### src/hw/rtl/cmts_pkg.sv
// Shared types, constants and the format rank table of the camera media-type selector.
package cmts_pkg;

    // Field and register widths
    localparam int unsigned ADDR_W = 4;
    localparam int unsigned DATA_W = 32;
    localparam int unsigned DIM_W  = 16;
    localparam int unsigned FPS_W  = 8;
    localparam int unsigned CNT_W  = 16;
    localparam int unsigned RANK_W = 3;
    localparam int unsigned AREA_W = 64;

    // Register reset values
    localparam logic [DIM_W-1:0] MAX_DIM_RST  = 16'd4096;
    localparam logic [DIM_W-1:0] SOFT_W_RST   = 16'd1920;
    localparam logic [DIM_W-1:0] SOFT_H_RST   = 16'd1080;
    localparam logic [FPS_W-1:0] SOFT_FPS_RST = 8'd30;

    // Count saturation point
    localparam logic [CNT_W-1:0] CNT_MAX = {CNT_W{1'b1}};

    // Legal record flag values
    localparam logic [7:0] FLAGS_ONE = 8'h01;
    localparam logic [7:0] FLAGS_TWO = 8'h02;

    // Format codes
    localparam logic [7:0] FMT_H264  = 8'd1;
    localparam logic [7:0] FMT_MJPG  = 8'd2;
    localparam logic [7:0] FMT_YUY2  = 8'd3;
    localparam logic [7:0] FMT_NV12  = 8'd4;
    localparam logic [7:0] FMT_I420  = 8'd5;
    localparam logic [7:0] FMT_RGB24 = 8'd6;
    localparam logic [7:0] FMT_RGB32 = 8'd7;

    // Register map, word index
    typedef enum logic [1:0] {
        REG_MAX_DIM  = 2'd0,
        REG_SOFT_W   = 2'd1,
        REG_SOFT_H   = 2'd2,
        REG_SOFT_FPS = 2'd3
    } reg_idx_t;

    // One offered media-type record
    typedef struct packed {
        logic [7:0]  fmt_code;
        logic [31:0] pic_width;
        logic [31:0] pic_height;
        logic [31:0] rate_num;
        logic [31:0] rate_den;
        logic [31:0] aspect_num;
        logic [31:0] aspect_den;
        logic [7:0]  media_flags;
    } media_rec_t;

    // Record after validity, class, rank and area are worked out
    typedef struct packed {
        media_rec_t          rec;
        logic                ok;
        logic                soft_ok;
        logic [RANK_W-1:0]   rank;
        logic [AREA_W-1:0]   area;
        logic                last;
    } judged_t;

    // Preference rank of a format code; 0 marks an unknown code
    function automatic logic [RANK_W-1:0] fmt_rank(input logic [7:0] code);
        logic [RANK_W-1:0] r;
        begin
            case (code)
                FMT_MJPG:  r = 3'd7;
                FMT_NV12:  r = 3'd6;
                FMT_YUY2:  r = 3'd5;
                FMT_I420:  r = 3'd4;
                FMT_RGB32: r = 3'd3;
                FMT_RGB24: r = 3'd2;
                FMT_H264:  r = 3'd1;
                default:   r = 3'd0;
            endcase
            return r;
        end
    endfunction

endpackage

### src/hw/rtl/cmts_channels.sv
// Valid/ready channel interfaces for offered records and selection results.
interface cmts_offer_if;
    logic        valid;
    logic        ready;
    logic [7:0]  fmt_code;
    logic [31:0] pic_width;
    logic [31:0] pic_height;
    logic [31:0] rate_num;
    logic [31:0] rate_den;
    logic [31:0] aspect_num;
    logic [31:0] aspect_den;
    logic [7:0]  media_flags;
    logic        last_record;

    modport source (
        output valid, fmt_code, pic_width, pic_height, rate_num, rate_den,
               aspect_num, aspect_den, media_flags, last_record,
        input  ready
    );
    modport sink (
        input  valid, fmt_code, pic_width, pic_height, rate_num, rate_den,
               aspect_num, aspect_den, media_flags, last_record,
        output ready
    );
endinterface

interface cmts_result_if;
    logic        valid;
    logic        ready;
    logic [7:0]  best_fmt;
    logic [31:0] best_width;
    logic [31:0] best_height;
    logic [31:0] best_rate_num;
    logic [31:0] best_rate_den;
    logic [31:0] best_aspect_num;
    logic [31:0] best_aspect_den;
    logic [7:0]  best_flags;
    logic [15:0] valid_count;
    logic        none_found;

    modport source (
        output valid, best_fmt, best_width, best_height, best_rate_num, best_rate_den,
               best_aspect_num, best_aspect_den, best_flags, valid_count, none_found,
        input  ready
    );
    modport sink (
        input  valid, best_fmt, best_width, best_height, best_rate_num, best_rate_den,
               best_aspect_num, best_aspect_den, best_flags, valid_count, none_found,
        output ready
    );
endinterface

### src/hw/rtl/camera_media_type_selector_unit.sv
// Camera media-type selector: keeps the best valid record of a run and reports it.
//
// Takes one media-type record word per cycle unless stalled and emits one
// result word on the record marked last. The pipeline has three register
// levels: the input register, the judged-record register (validity, soft
// class, rank and the 32x32 area product) and the result register, which a
// last record passes through in that order. Throughput is one record per
// cycle when nothing stalls, set by the compare and update against the kept
// best in the second stage. Records that are not last flow past a waiting
// result; a last record reaching stage two waits until the output register is
// free, and the input stalls once stage one fills behind it. Registers sit on
// an APB port at byte offsets 0, 4, 8 and 12 (max dimension, soft width, soft
// height, soft fps) and should be written only while no run is in flight.
module camera_media_type_selector_unit (
    input  logic                          clk,
    input  logic                          rst_n,
    input  logic                          psel,
    input  logic                          penable,
    input  logic                          pwrite,
    input  logic [cmts_pkg::ADDR_W-1:0]   paddr,
    input  logic [cmts_pkg::DATA_W-1:0]   pwdata,
    output logic [cmts_pkg::DATA_W-1:0]   prdata,
    output logic                          pready,
    cmts_offer_if.sink                    offer,
    cmts_result_if.source                 result
);

    // Configuration registers
    logic [cmts_pkg::DIM_W-1:0] max_dim_reg;
    logic [cmts_pkg::DIM_W-1:0] soft_w_reg;
    logic [cmts_pkg::DIM_W-1:0] soft_h_reg;
    logic [cmts_pkg::FPS_W-1:0] soft_fps_reg;

    logic               cfg_wr;
    cmts_pkg::reg_idx_t cfg_idx;

    // Pipeline control and data
    logic                 s1_valid_reg;
    cmts_pkg::media_rec_t s1_rec_reg;
    logic                 s1_last_reg;
    logic                 s2_valid_reg;
    cmts_pkg::judged_t    s2_reg;
    cmts_pkg::judged_t    s1_judged;

    logic offer_acc;
    logic s1_adv;
    logic s2_fire;
    logic out_free;

    // Kept best of the run
    logic                         kept_present_reg;
    logic                         kept_soft_reg;
    logic [cmts_pkg::RANK_W-1:0]  kept_rank_reg;
    logic [cmts_pkg::AREA_W-1:0]  kept_area_reg;
    cmts_pkg::media_rec_t         kept_rec_reg;
    logic [cmts_pkg::CNT_W-1:0]   count_reg;

    logic                         take;
    logic                         upd;
    logic                         present_next;
    logic [cmts_pkg::CNT_W-1:0]   count_next;
    cmts_pkg::media_rec_t         rec_next;

    // Result register
    logic                         out_valid_reg;
    cmts_pkg::media_rec_t         out_rec_reg;
    logic [cmts_pkg::CNT_W-1:0]   out_count_reg;
    logic                         out_none_reg;

    // Stage-one arithmetic
    logic [cmts_pkg::RANK_W-1:0]  s1_rank;
    logic                         s1_flags_ok;
    logic                         s1_dims_ok;
    logic [39:0]                  fps_prod;
    logic [cmts_pkg::AREA_W-1:0]  s1_area;

    // ---------------- configuration port ----------------
    assign pready  = 1'b1;
    assign cfg_wr  = psel && penable && pwrite && pready;
    assign cfg_idx = cmts_pkg::reg_idx_t'(paddr[3:2]);

    always_ff @(posedge clk or negedge rst_n)
    begin
        if (!rst_n)
        begin
            max_dim_reg  <= cmts_pkg::MAX_DIM_RST;
            soft_w_reg   <= cmts_pkg::SOFT_W_RST;
            soft_h_reg   <= cmts_pkg::SOFT_H_RST;
            soft_fps_reg <= cmts_pkg::SOFT_FPS_RST;
        end
        else if (cfg_wr)
        begin
            case (cfg_idx)
                cmts_pkg::REG_MAX_DIM:  max_dim_reg  <= pwdata[cmts_pkg::DIM_W-1:0];
                cmts_pkg::REG_SOFT_W:   soft_w_reg   <= pwdata[cmts_pkg::DIM_W-1:0];
                cmts_pkg::REG_SOFT_H:   soft_h_reg   <= pwdata[cmts_pkg::DIM_W-1:0];
                cmts_pkg::REG_SOFT_FPS: soft_fps_reg <= pwdata[cmts_pkg::FPS_W-1:0];
                default:                ;
            endcase
        end
    end

    // Register readback
    always_comb
    begin
        case (cfg_idx)
            cmts_pkg::REG_MAX_DIM:  prdata = {16'd0, max_dim_reg};
            cmts_pkg::REG_SOFT_W:   prdata = {16'd0, soft_w_reg};
            cmts_pkg::REG_SOFT_H:   prdata = {16'd0, soft_h_reg};
            cmts_pkg::REG_SOFT_FPS: prdata = {24'd0, soft_fps_reg};
            default:                prdata = '0;
        endcase
    end

    // ---------------- flow control ----------------
    assign out_free    = !out_valid_reg || result.ready;
    assign s2_fire     = s2_valid_reg && (!s2_reg.last || out_free);
    assign s1_adv      = !s2_valid_reg || s2_fire;
    assign offer.ready = !s1_valid_reg || s1_adv;
    assign offer_acc   = offer.valid && offer.ready;

    // ---------------- stage one: input register ----------------
    always_ff @(posedge clk or negedge rst_n)
    begin
        if (!rst_n)
        begin
            s1_valid_reg <= 1'b0;
        end
        else if (offer.ready)
        begin
            s1_valid_reg <= offer.valid;
        end
    end

    always_ff @(posedge clk)
    begin
        if (offer_acc)
        begin
            s1_rec_reg.fmt_code    <= offer.fmt_code;
            s1_rec_reg.pic_width   <= offer.pic_width;
            s1_rec_reg.pic_height  <= offer.pic_height;
            s1_rec_reg.rate_num    <= offer.rate_num;
            s1_rec_reg.rate_den    <= offer.rate_den;
            s1_rec_reg.aspect_num  <= offer.aspect_num;
            s1_rec_reg.aspect_den  <= offer.aspect_den;
            s1_rec_reg.media_flags <= offer.media_flags;
            s1_last_reg            <= offer.last_record;
        end
    end

    // Validity, soft class, rank, area (one 32x32 and one 8x32 product)
    assign s1_rank     = cmts_pkg::fmt_rank(s1_rec_reg.fmt_code);
    assign s1_flags_ok = s1_rec_reg.media_flags inside {cmts_pkg::FLAGS_ONE, cmts_pkg::FLAGS_TWO};
    assign s1_dims_ok  = (s1_rec_reg.pic_width != '0) && (s1_rec_reg.pic_height != '0) &&
                         (s1_rec_reg.pic_width  <= {16'd0, max_dim_reg}) &&
                         (s1_rec_reg.pic_height <= {16'd0, max_dim_reg});
    assign fps_prod    = {32'd0, soft_fps_reg} * {8'd0, s1_rec_reg.rate_den};
    assign s1_area     = {32'd0, s1_rec_reg.pic_width} * {32'd0, s1_rec_reg.pic_height};

    always_comb
    begin
        s1_judged.rec     = s1_rec_reg;
        s1_judged.ok      = (s1_rank != '0) && s1_flags_ok && s1_dims_ok &&
                            (s1_rec_reg.rate_num != '0) && (s1_rec_reg.rate_den != '0);
        s1_judged.soft_ok = (s1_rec_reg.pic_width  <= {16'd0, soft_w_reg}) &&
                            (s1_rec_reg.pic_height <= {16'd0, soft_h_reg}) &&
                            ({8'd0, s1_rec_reg.rate_num} <= fps_prod);
        s1_judged.rank    = s1_rank;
        s1_judged.area    = s1_area;
        s1_judged.last    = s1_last_reg;
    end

    // ---------------- stage two: judged register ----------------
    always_ff @(posedge clk or negedge rst_n)
    begin
        if (!rst_n)
        begin
            s2_valid_reg <= 1'b0;
        end
        else if (s1_adv)
        begin
            s2_valid_reg <= s1_valid_reg;
        end
    end

    always_ff @(posedge clk)
    begin
        if (s1_adv && s1_valid_reg)
        begin
            s2_reg <= s1_judged;
        end
    end

    // Compare against kept best: soft class, then rank, then strictly larger area
    always_comb
    begin
        if (!kept_present_reg)
            take = 1'b1;
        else if (s2_reg.soft_ok != kept_soft_reg)
            take = s2_reg.soft_ok;
        else if (s2_reg.rank != kept_rank_reg)
            take = s2_reg.rank > kept_rank_reg;
        else
            take = s2_reg.area > kept_area_reg;
    end

    assign upd          = s2_reg.ok && take;
    assign present_next = kept_present_reg || s2_reg.ok;
    assign count_next   = (s2_reg.ok && (count_reg != cmts_pkg::CNT_MAX)) ?
                          count_reg + 1'b1 : count_reg;
    assign rec_next     = upd ? s2_reg.rec : kept_rec_reg;

    // Run state: cleared after the last record
    always_ff @(posedge clk or negedge rst_n)
    begin
        if (!rst_n)
        begin
            kept_present_reg <= 1'b0;
            count_reg        <= '0;
        end
        else if (s2_fire)
        begin
            if (s2_reg.last)
            begin
                kept_present_reg <= 1'b0;
                count_reg        <= '0;
            end
            else
            begin
                kept_present_reg <= present_next;
                count_reg        <= count_next;
            end
        end
    end

    // Kept record payload, meaningful only while kept_present_reg is set
    always_ff @(posedge clk)
    begin
        if (s2_fire && upd)
        begin
            kept_rec_reg  <= s2_reg.rec;
            kept_soft_reg <= s2_reg.soft_ok;
            kept_rank_reg <= s2_reg.rank;
            kept_area_reg <= s2_reg.area;
        end
    end

    // ---------------- result register ----------------
    always_ff @(posedge clk or negedge rst_n)
    begin
        if (!rst_n)
        begin
            out_valid_reg <= 1'b0;
        end
        else if (s2_fire && s2_reg.last)
        begin
            out_valid_reg <= 1'b1;
        end
        else if (result.ready)
        begin
            out_valid_reg <= 1'b0;
        end
    end

    always_ff @(posedge clk)
    begin
        if (s2_fire && s2_reg.last)
        begin
            out_rec_reg   <= present_next ? rec_next : '0;
            out_count_reg <= count_next;
            out_none_reg  <= !present_next;
        end
    end

    assign result.valid           = out_valid_reg;
    assign result.best_fmt        = out_rec_reg.fmt_code;
    assign result.best_width      = out_rec_reg.pic_width;
    assign result.best_height     = out_rec_reg.pic_height;
    assign result.best_rate_num   = out_rec_reg.rate_num;
    assign result.best_rate_den   = out_rec_reg.rate_den;
    assign result.best_aspect_num = out_rec_reg.aspect_num;
    assign result.best_aspect_den = out_rec_reg.aspect_den;
    assign result.best_flags      = out_rec_reg.media_flags;
    assign result.valid_count     = out_count_reg;
    assign result.none_found      = out_none_reg;

`ifndef SYNTH
    // A kept record exists exactly when the run has counted a valid record
    a_present_count: assert property (@(posedge clk) disable iff (!rst_n)
        kept_present_reg == (count_reg != '0))
        else $error("kept record and valid count disagree");

    // Run state is empty after the last record leaves stage two
    a_run_cleared: assert property (@(posedge clk) disable iff (!rst_n)
        (s2_fire && s2_reg.last) |=> (!kept_present_reg && count_reg == '0))
        else $error("run state not cleared after last record");

    // A new result only follows a last record leaving stage two
    a_result_source: assert property (@(posedge clk) disable iff (!rst_n)
        $rose(out_valid_reg) |-> $past(s2_fire && s2_reg.last))
        else $error("result raised without a last record");

    // none_found agrees with the reported count
    a_none_count: assert property (@(posedge clk) disable iff (!rst_n)
        out_valid_reg |-> (out_none_reg == (out_count_reg == '0)))
        else $error("none_found inconsistent with valid_count");

    // A held stage-one word is not dropped
    a_s1_hold: assert property (@(posedge clk) disable iff (!rst_n)
        (s1_valid_reg && !s1_adv) |=> s1_valid_reg)
        else $error("stalled record lost from stage one");
`endif

endmodule

### src/flat_wrapper.sv
// flat-port wrapper written by rule: the top's interface ports become plain ports
module camera_media_type_selector_unit_flat 
  (clk, rst_n, psel, penable, pwrite, paddr, pwdata, prdata, pready, offer_valid, offer_fmt_code, offer_pic_width, offer_pic_height, offer_rate_num, offer_rate_den, offer_aspect_num, offer_aspect_den, offer_media_flags, offer_last_record, offer_ready, result_valid, result_best_fmt, result_best_width, result_best_height, result_best_rate_num, result_best_rate_den, result_best_aspect_num, result_best_aspect_den, result_best_flags, result_valid_count, result_none_found, result_ready);
  cmts_offer_if offer_i ();
  cmts_result_if result_i ();
  input  logic clk;
  input  logic rst_n;
  input  logic psel;
  input  logic penable;
  input  logic pwrite;
  input  logic [cmts_pkg::ADDR_W-1:0] paddr;
  input  logic [cmts_pkg::DATA_W-1:0] pwdata;
  output logic [cmts_pkg::DATA_W-1:0] prdata;
  output logic pready;
  input wire logic [$bits(offer_i.valid)-1:0] offer_valid;
  input wire logic [$bits(offer_i.fmt_code)-1:0] offer_fmt_code;
  input wire logic [$bits(offer_i.pic_width)-1:0] offer_pic_width;
  input wire logic [$bits(offer_i.pic_height)-1:0] offer_pic_height;
  input wire logic [$bits(offer_i.rate_num)-1:0] offer_rate_num;
  input wire logic [$bits(offer_i.rate_den)-1:0] offer_rate_den;
  input wire logic [$bits(offer_i.aspect_num)-1:0] offer_aspect_num;
  input wire logic [$bits(offer_i.aspect_den)-1:0] offer_aspect_den;
  input wire logic [$bits(offer_i.media_flags)-1:0] offer_media_flags;
  input wire logic [$bits(offer_i.last_record)-1:0] offer_last_record;
  output wire logic [$bits(offer_i.ready)-1:0] offer_ready;
  output wire logic [$bits(result_i.valid)-1:0] result_valid;
  output wire logic [$bits(result_i.best_fmt)-1:0] result_best_fmt;
  output wire logic [$bits(result_i.best_width)-1:0] result_best_width;
  output wire logic [$bits(result_i.best_height)-1:0] result_best_height;
  output wire logic [$bits(result_i.best_rate_num)-1:0] result_best_rate_num;
  output wire logic [$bits(result_i.best_rate_den)-1:0] result_best_rate_den;
  output wire logic [$bits(result_i.best_aspect_num)-1:0] result_best_aspect_num;
  output wire logic [$bits(result_i.best_aspect_den)-1:0] result_best_aspect_den;
  output wire logic [$bits(result_i.best_flags)-1:0] result_best_flags;
  output wire logic [$bits(result_i.valid_count)-1:0] result_valid_count;
  output wire logic [$bits(result_i.none_found)-1:0] result_none_found;
  input wire logic [$bits(result_i.ready)-1:0] result_ready;
  assign offer_i.valid = offer_valid;
  assign offer_i.fmt_code = offer_fmt_code;
  assign offer_i.pic_width = offer_pic_width;
  assign offer_i.pic_height = offer_pic_height;
  assign offer_i.rate_num = offer_rate_num;
  assign offer_i.rate_den = offer_rate_den;
  assign offer_i.aspect_num = offer_aspect_num;
  assign offer_i.aspect_den = offer_aspect_den;
  assign offer_i.media_flags = offer_media_flags;
  assign offer_i.last_record = offer_last_record;
  assign offer_ready = offer_i.ready;
  assign result_valid = result_i.valid;
  assign result_best_fmt = result_i.best_fmt;
  assign result_best_width = result_i.best_width;
  assign result_best_height = result_i.best_height;
  assign result_best_rate_num = result_i.best_rate_num;
  assign result_best_rate_den = result_i.best_rate_den;
  assign result_best_aspect_num = result_i.best_aspect_num;
  assign result_best_aspect_den = result_i.best_aspect_den;
  assign result_best_flags = result_i.best_flags;
  assign result_valid_count = result_i.valid_count;
  assign result_none_found = result_i.none_found;
  assign result_i.ready = result_ready;
  camera_media_type_selector_unit u_core (.clk(clk), .rst_n(rst_n), .psel(psel), .penable(penable), .pwrite(pwrite), .paddr(paddr), .pwdata(pwdata), .prdata(prdata), .pready(pready), .offer(offer_i), .result(result_i));
endmodule
### config.mk
export PLATFORM = sky130hd
export DESIGN_NAME = camera_media_type_selector_unit_flat
export DESIGN_NICKNAME = d
export VERILOG_FILES = /design/src/hw/rtl/cmts_pkg.sv /design/src/hw/rtl/cmts_channels.sv /design/src/hw/rtl/camera_media_type_selector_unit.sv /design/src/flat_wrapper.sv
export SDC_FILE = /design/constraint.sdc
export NUM_CORES = 2
export LEC_CHECK = 0
export BUFFER_PORTS_ARGS = -buffer_cell sky130_fd_sc_hd__buf_2
export CAP_MARGIN = 40
export CORE_UTILIZATION = 38
export DETAILED_ROUTE_END_ITERATION = 16
export SKIP_CTS_REPAIR_TIMING = 1
export SYNTH_ARGS = -nofsm -noshare
export SYNTH_HDL_FRONTEND = slang
export SYNTH_SLANG_ARGS = --single-unit
### constraint.sdc
create_clock -name clk -period 29 [get_ports clk]
set_input_delay 2.9 -clock clk [delete_from_list [all_inputs] [get_ports clk]]
set_output_delay 2.9 -clock clk [all_outputs]
set_load 0.05 [all_outputs]
## Word level (Yosys, flattened, before mapping)

Index checks and enable logic that the tools add are counted.

- Memories kept: 0
- Bits in writable memories: 0
- Input bits: 252
- Bits in latches: 0
- Bits in read-only memories: 0
- Logic and storage cells: 128
- Bits in registers: 1064

- Add/sub/neg operators: 1
- Bitwise logic cells: 0
- Div/mod/pow operators: 0
- Reductions and logical operators: 40
- Mux-type cells: 11
- Shift-type cells: 0
- Equality and inequality tests: 15
- $lt $le $gt $ge: 7
- Multiply operators: 2

Operators by type and width:

| kind | count |
|---|---|
| $mux W208 | 1 |
| $le A32 B16 Y1 | 4 |
| $pmux W32 S4 | 1 |
| $reduce_bool A32 Y1 | 4 |
| $gt A64 B64 Y1 | 1 |
| $mul A32 B32 Y64 | 1 |
| $le A32 B40 Y1 | 1 |
| $mul A8 B32 Y40 | 1 |
| $eq A8 B3 Y1 const B | 4 |
| $mux W16 | 2 |
| $eq A8 B2 Y1 const B | 3 |
| $pmux W3 S7 | 1 |
| $logic_and A1 B1 Y1 | 18 |
| $add A16 B1 Y16 const B | 1 |
| $eq A8 B1 Y1 const B | 2 |
| $ne A16 B16 Y1 const B | 1 |
| $reduce_and A2 Y1 | 4 |
| $mux W1 | 6 |
| $logic_not A1 Y1 | 5 |
| $logic_or A1 B1 Y1 | 5 |
| $eq A2 B2 Y1 const B | 2 |
| $reduce_bool A2 Y1 | 2 |
| $gt A3 B3 Y1 | 1 |
| $ne A3 B3 Y1 | 1 |
| other kinds (4) | 4 |

## Logic depth before layout (Yosys ltp)

- Depth after elaboration: 7
- Depth in mapped cells: 32
- Mapped depth without buffers: 31

## Worst setup path after synthesis

OpenSTA, ideal clock, no wires.

- Path kind: in2reg
- Start: in result_ready
- End: reg u_core.kept_area_reg[0] (netlist name), enable pin
- Buffers on the path: 1
- Slack: 5767 ps
- Arrival time: 21981 ps
- Cell stages on the path: 5
- Library setup time: 1252 ps
- Data required time: 27748 ps
- Path through: nor2b_1 -> nand2_1 -> nand2_1 -> clkbuf_1 -> nor3_1

- Cells in the longest elaborated chain, start to end: 4

RTL lines:

| what | line | text |
|---|---|---|
| from (decl) | flat_wrapper.sv:37 | `input wire logic [$bits(result_i.ready)-1:0] result_ready;` |
| $logic_or A1 B1 Y1 | camera_media_type_selector_unit.sv:116 | `assign out_free = !out_valid_reg \|\| result.ready;` |
| $logic_or A1 B1 Y1 | camera_media_type_selector_unit.sv:117 | `assign s2_fire = s2_valid_reg && (!s2_reg.last \|\| out_free);` |
| $logic_and A1 B1 Y1 | camera_media_type_selector_unit.sv:117 |  |
| $logic_and A1 B1 Y1 | camera_media_type_selector_unit.sv:239 | `if (s2_fire && upd)` |
| to (signal assigned) | camera_media_type_selector_unit.sv:244 | `kept_area_reg <= s2_reg.area;` |
| to (decl) | camera_media_type_selector_unit.sv:54 | `logic [cmts_pkg::AREA_W-1:0] kept_area_reg;` |

Every way passes these cells.
A chain may end at the register's enable or synchronous reset.

## Final worst setup path

- Start: reg u_core.s1_rec_reg (netlist bit u_core.s1_judged[266])
- End: reg u_core.s2_reg[58] (netlist name), data pin

- Cells in the longest elaborated chain, start to end: 1

RTL lines:

| what | line | text |
|---|---|---|
| from (decl) | camera_media_type_selector_unit.sv:39 | `cmts_pkg::media_rec_t s1_rec_reg;` |
| $mul A32 B32 Y64 | camera_media_type_selector_unit.sv:158 | `assign s1_area = {32'd0, s1_rec_reg.pic_width} * {32'd0, s1_rec_reg.pic_height};` |
| via u_core.s1_area, one bit | camera_media_type_selector_unit.sv:75 | `logic [cmts_pkg::AREA_W-1:0] s1_area;` |
| to (signal assigned) | camera_media_type_selector_unit.sv:190 | `s2_reg <= s1_judged;` |
| to (decl) | camera_media_type_selector_unit.sv:42 | `cmts_pkg::judged_t s2_reg;` |

The timed path passes the listed nets, and every way through them passes these cells.

==> results.yml <==
yosys:
  synth_cells: 8213
  synth_area_leaders: "edfxtp_1 (34%), fa_1 (25%), ha_1 (6.9%)"
  ys.flop_type: "edfxtp_1"
  synth-seq-cells: 1064
  synth_area_mm2: 0.0877
  synth_top_area_share: 0.338
  ys_seq_area_frac: 0.360
  yosysWarnings: 0
  postSynthAreaPerCell_um2: 10.7
  synth_top_area_cell: "edfxtp_1"
  synthArstFlopShare: 0.0714
  ys_types: 76
  synth_edf_count: 988
routing:
  routedWlPerCell_um: 21.9
  wl_um: 252000
  via_count: 63100
  viasPerCell: 5.46
  drt_pre_antenna_iters: 6
  drc: 0
  ant_nets: 0
  drt_iter0_drc: 4882
clocking:
  cts_made_buffers: 110
  clock_latency_ns: 0.79
  cts_buffer_depth: 3
  cts_root_buffer: "clkbuf_16"
  h-tree-depth: 3
  clock_sinks: 1064
  cts_tree: "done"
  clk_pin_slew_worst_paths_ns: 0.06
sta:
  slew_headroom: 0.216
  slew_viol_final: 0
  skew_ns: 0.0794
  setup_tns_ns: 0
  tightest_slew_ns: 1.18
  fmax_ghz: 0.117
  finalHoldViolations: 0
  min_period_over_period: 0.295
  period_needed_ns: 8.55
  setup_viol: 0
  rsz0062_at_grt: "false"
worst_setup_path:
  crit_required_ns: 29.47
  cp_max_fo: 22
  worstSetupPathType: "reg2reg"
  arrival_ns: 9.02
  end_kind: "register"
  r2r_slack_ns: 20.45
  cp-start-kind: "register"
grt:
  grt_max_degree: 210
  antenna_found_initial: 35
  grt_pass1_vias: 64900
  grt_usage: 0.215
  grt_pass1_wl_um: 385000
  grt.overflow.total: 0
final_layout:
  final_cell_mix: "inv_1 (1151), fa_1 (1076), nand2_1 (1071), edfxtp_1 (988), and2_1 (790)"
  synthToLayoutAreaGrowth_pct: 10.5
  fill_cells: 21600
  layout_commonest_cell: "inv_1"
  layout-drive-gt1-share: 0.0984
  largest_reg_flops: 278
  fin_nets: 10200
floorplanning:
  coreArea_mm2: 0.228
  fp.dieArea_mm2: 0.233
  rows: 175
  fp.dieH_um: 482
  io_pins: 512
  initial_core_util: 0.384
  die_w_um: 482
job:
  maxCapViolations: 0
status:
  status: "finished clean"
placement:
  dp_hpwl_um: 178000
  gp_congestion: 0.889
  port_buffers: 476
hold_path:
  worstHoldPathType: "reg2reg"
Yosys cell counts, types with 11 or more instances:
library cell     n
o211ai_1        12
and2_1         792
o31ai_1        217
ha_1           487
clkbuf_1       480
dfrtp_1         63
nor4_1          46
a21o_1         101
xor2_1          52
a31oi_1        220
mux2i_1         11
buf_4           18
o21a_1          24
or4_1          212
nand2b_1        20
o21ai_0        149
fa_1          1076
nor3_1          24
and3_1          23
nor2b_1         18
dfstp_2         13
mux2_2          11
nand2_1       1071
nor2_1          83
nand4_1         65
nand3_1        444
edfxtp_1       988
xnor2_1         58
a211oi_1        15
buf_2           20
a21oi_1        136
inv_1         1151
o21bai_1        12
per-stage QoR:
step	setup slack [ns]	hold slack, ns	instance area, µm²	utilization	std cells
floorplan	5.77	0.400	87700	-	8228
global placement	20.53	0.404	92800	0.406	11300
detailed placement	20.42	0.405	93100	0.408	11300
CTS	20.42	0.400	96900	0.424	11500
global route	20.17	0.425	96900	0.424	11500
finish	20.45	0.398	96900	0.424	11500
cells by family after synthesis:
logic type / after synthesis / synth area share
AND/OR/NAND/NOR: 2818 / 0.165
buffers and inverters: 1680 / 0.0731
adder cells (fa/ha/maj): 1564 / 0.315
flip-flops: 1064 / 0.360
AO/OA/AOI/OAI: 945 / 0.0708
XOR/XNOR: 110 / 0.0110
multiplexers: 30 / 0.00472
other: 2 / 0.0000856
routing by layer:
layer | up-vias | share of wire | GRT usage
li1 | 27800 | - | -
met1 | 32200 | 0.41 | 0.280
met2 | 2493 | 0.48 | 0.364
met3 | 466 | 0.074 | 0.0345
met4 | 18 | 0.031 | 0.0709
met5 | - | 0.00046 | 0
critical path: stages (launching register included):
cell and delay [ns]:
edfxtp_1 0.92, buf_4 0.44, nand2_1 0.13, fa_1 0.56
inv_1 0.05, fa_1 0.47, inv_1 0.05, fa_1 0.46
fa_1 0.56, inv_1 0.06, fa_1 0.56, fa_1 0.43
fa_1 0.44, ha_1 0.34, ha_1 0.37, and2_1 0.25
and3_1 0.20, a221oi_1 0.39, o21ai_0 0.21, a221o_1 0.36
a31oi_1 0.29, o21ai_2 0.15, a21boi_2 0.29, o21bai_1 0.11
xor2_1 0.18
path summary, 6_finish.rpt:
| path | endpoint | from | cells after the start |
|---|---|---|---|
| setup / recovery | u_core.s2_reg[58]$_DFFE_PP_ | u_core.s1_judged[266]$_DFFE_PP_ | 24 |
| hold / removal | u_core.s2_reg[109]$_DFFE_PP_ | u_core.s1_judged[109]$_DFFE_PP_ | 0 |
| setup reg to reg | u_core.s2_reg[58]$_DFFE_PP_ | u_core.s1_judged[266]$_DFFE_PP_ | 24 |
| hold reg to reg | u_core.s2_reg[109]$_DFFE_PP_ | u_core.s1_judged[109]$_DFFE_PP_ | 0 |
| max in group asynchronous | u_core.soft_h_reg[12]$_DFFE_PN0P_ | rst_n | 2 |
| min in group asynchronous | u_core.result.valid$_DFFE_PN0P_ | rst_n | 1 |
area by class of cell:
cell class,count,area (µm²),share of cell area
well taps,3009,3760,0.0388
clock buffers,148,3020,0.0311
clock inverters,61,806,0.00831
diodes,15,37.5,0.000387
repair buffers,606,3580,0.0370
inverters,1151,4320,0.0446
multi-input cells,5484,49800,0.514
flip-flops and latches,1064,31600,0.326
Power is left out: the tool's default activity adds up to more than one toggle a clock period on the data nets, which glitch-free logic cannot reach.
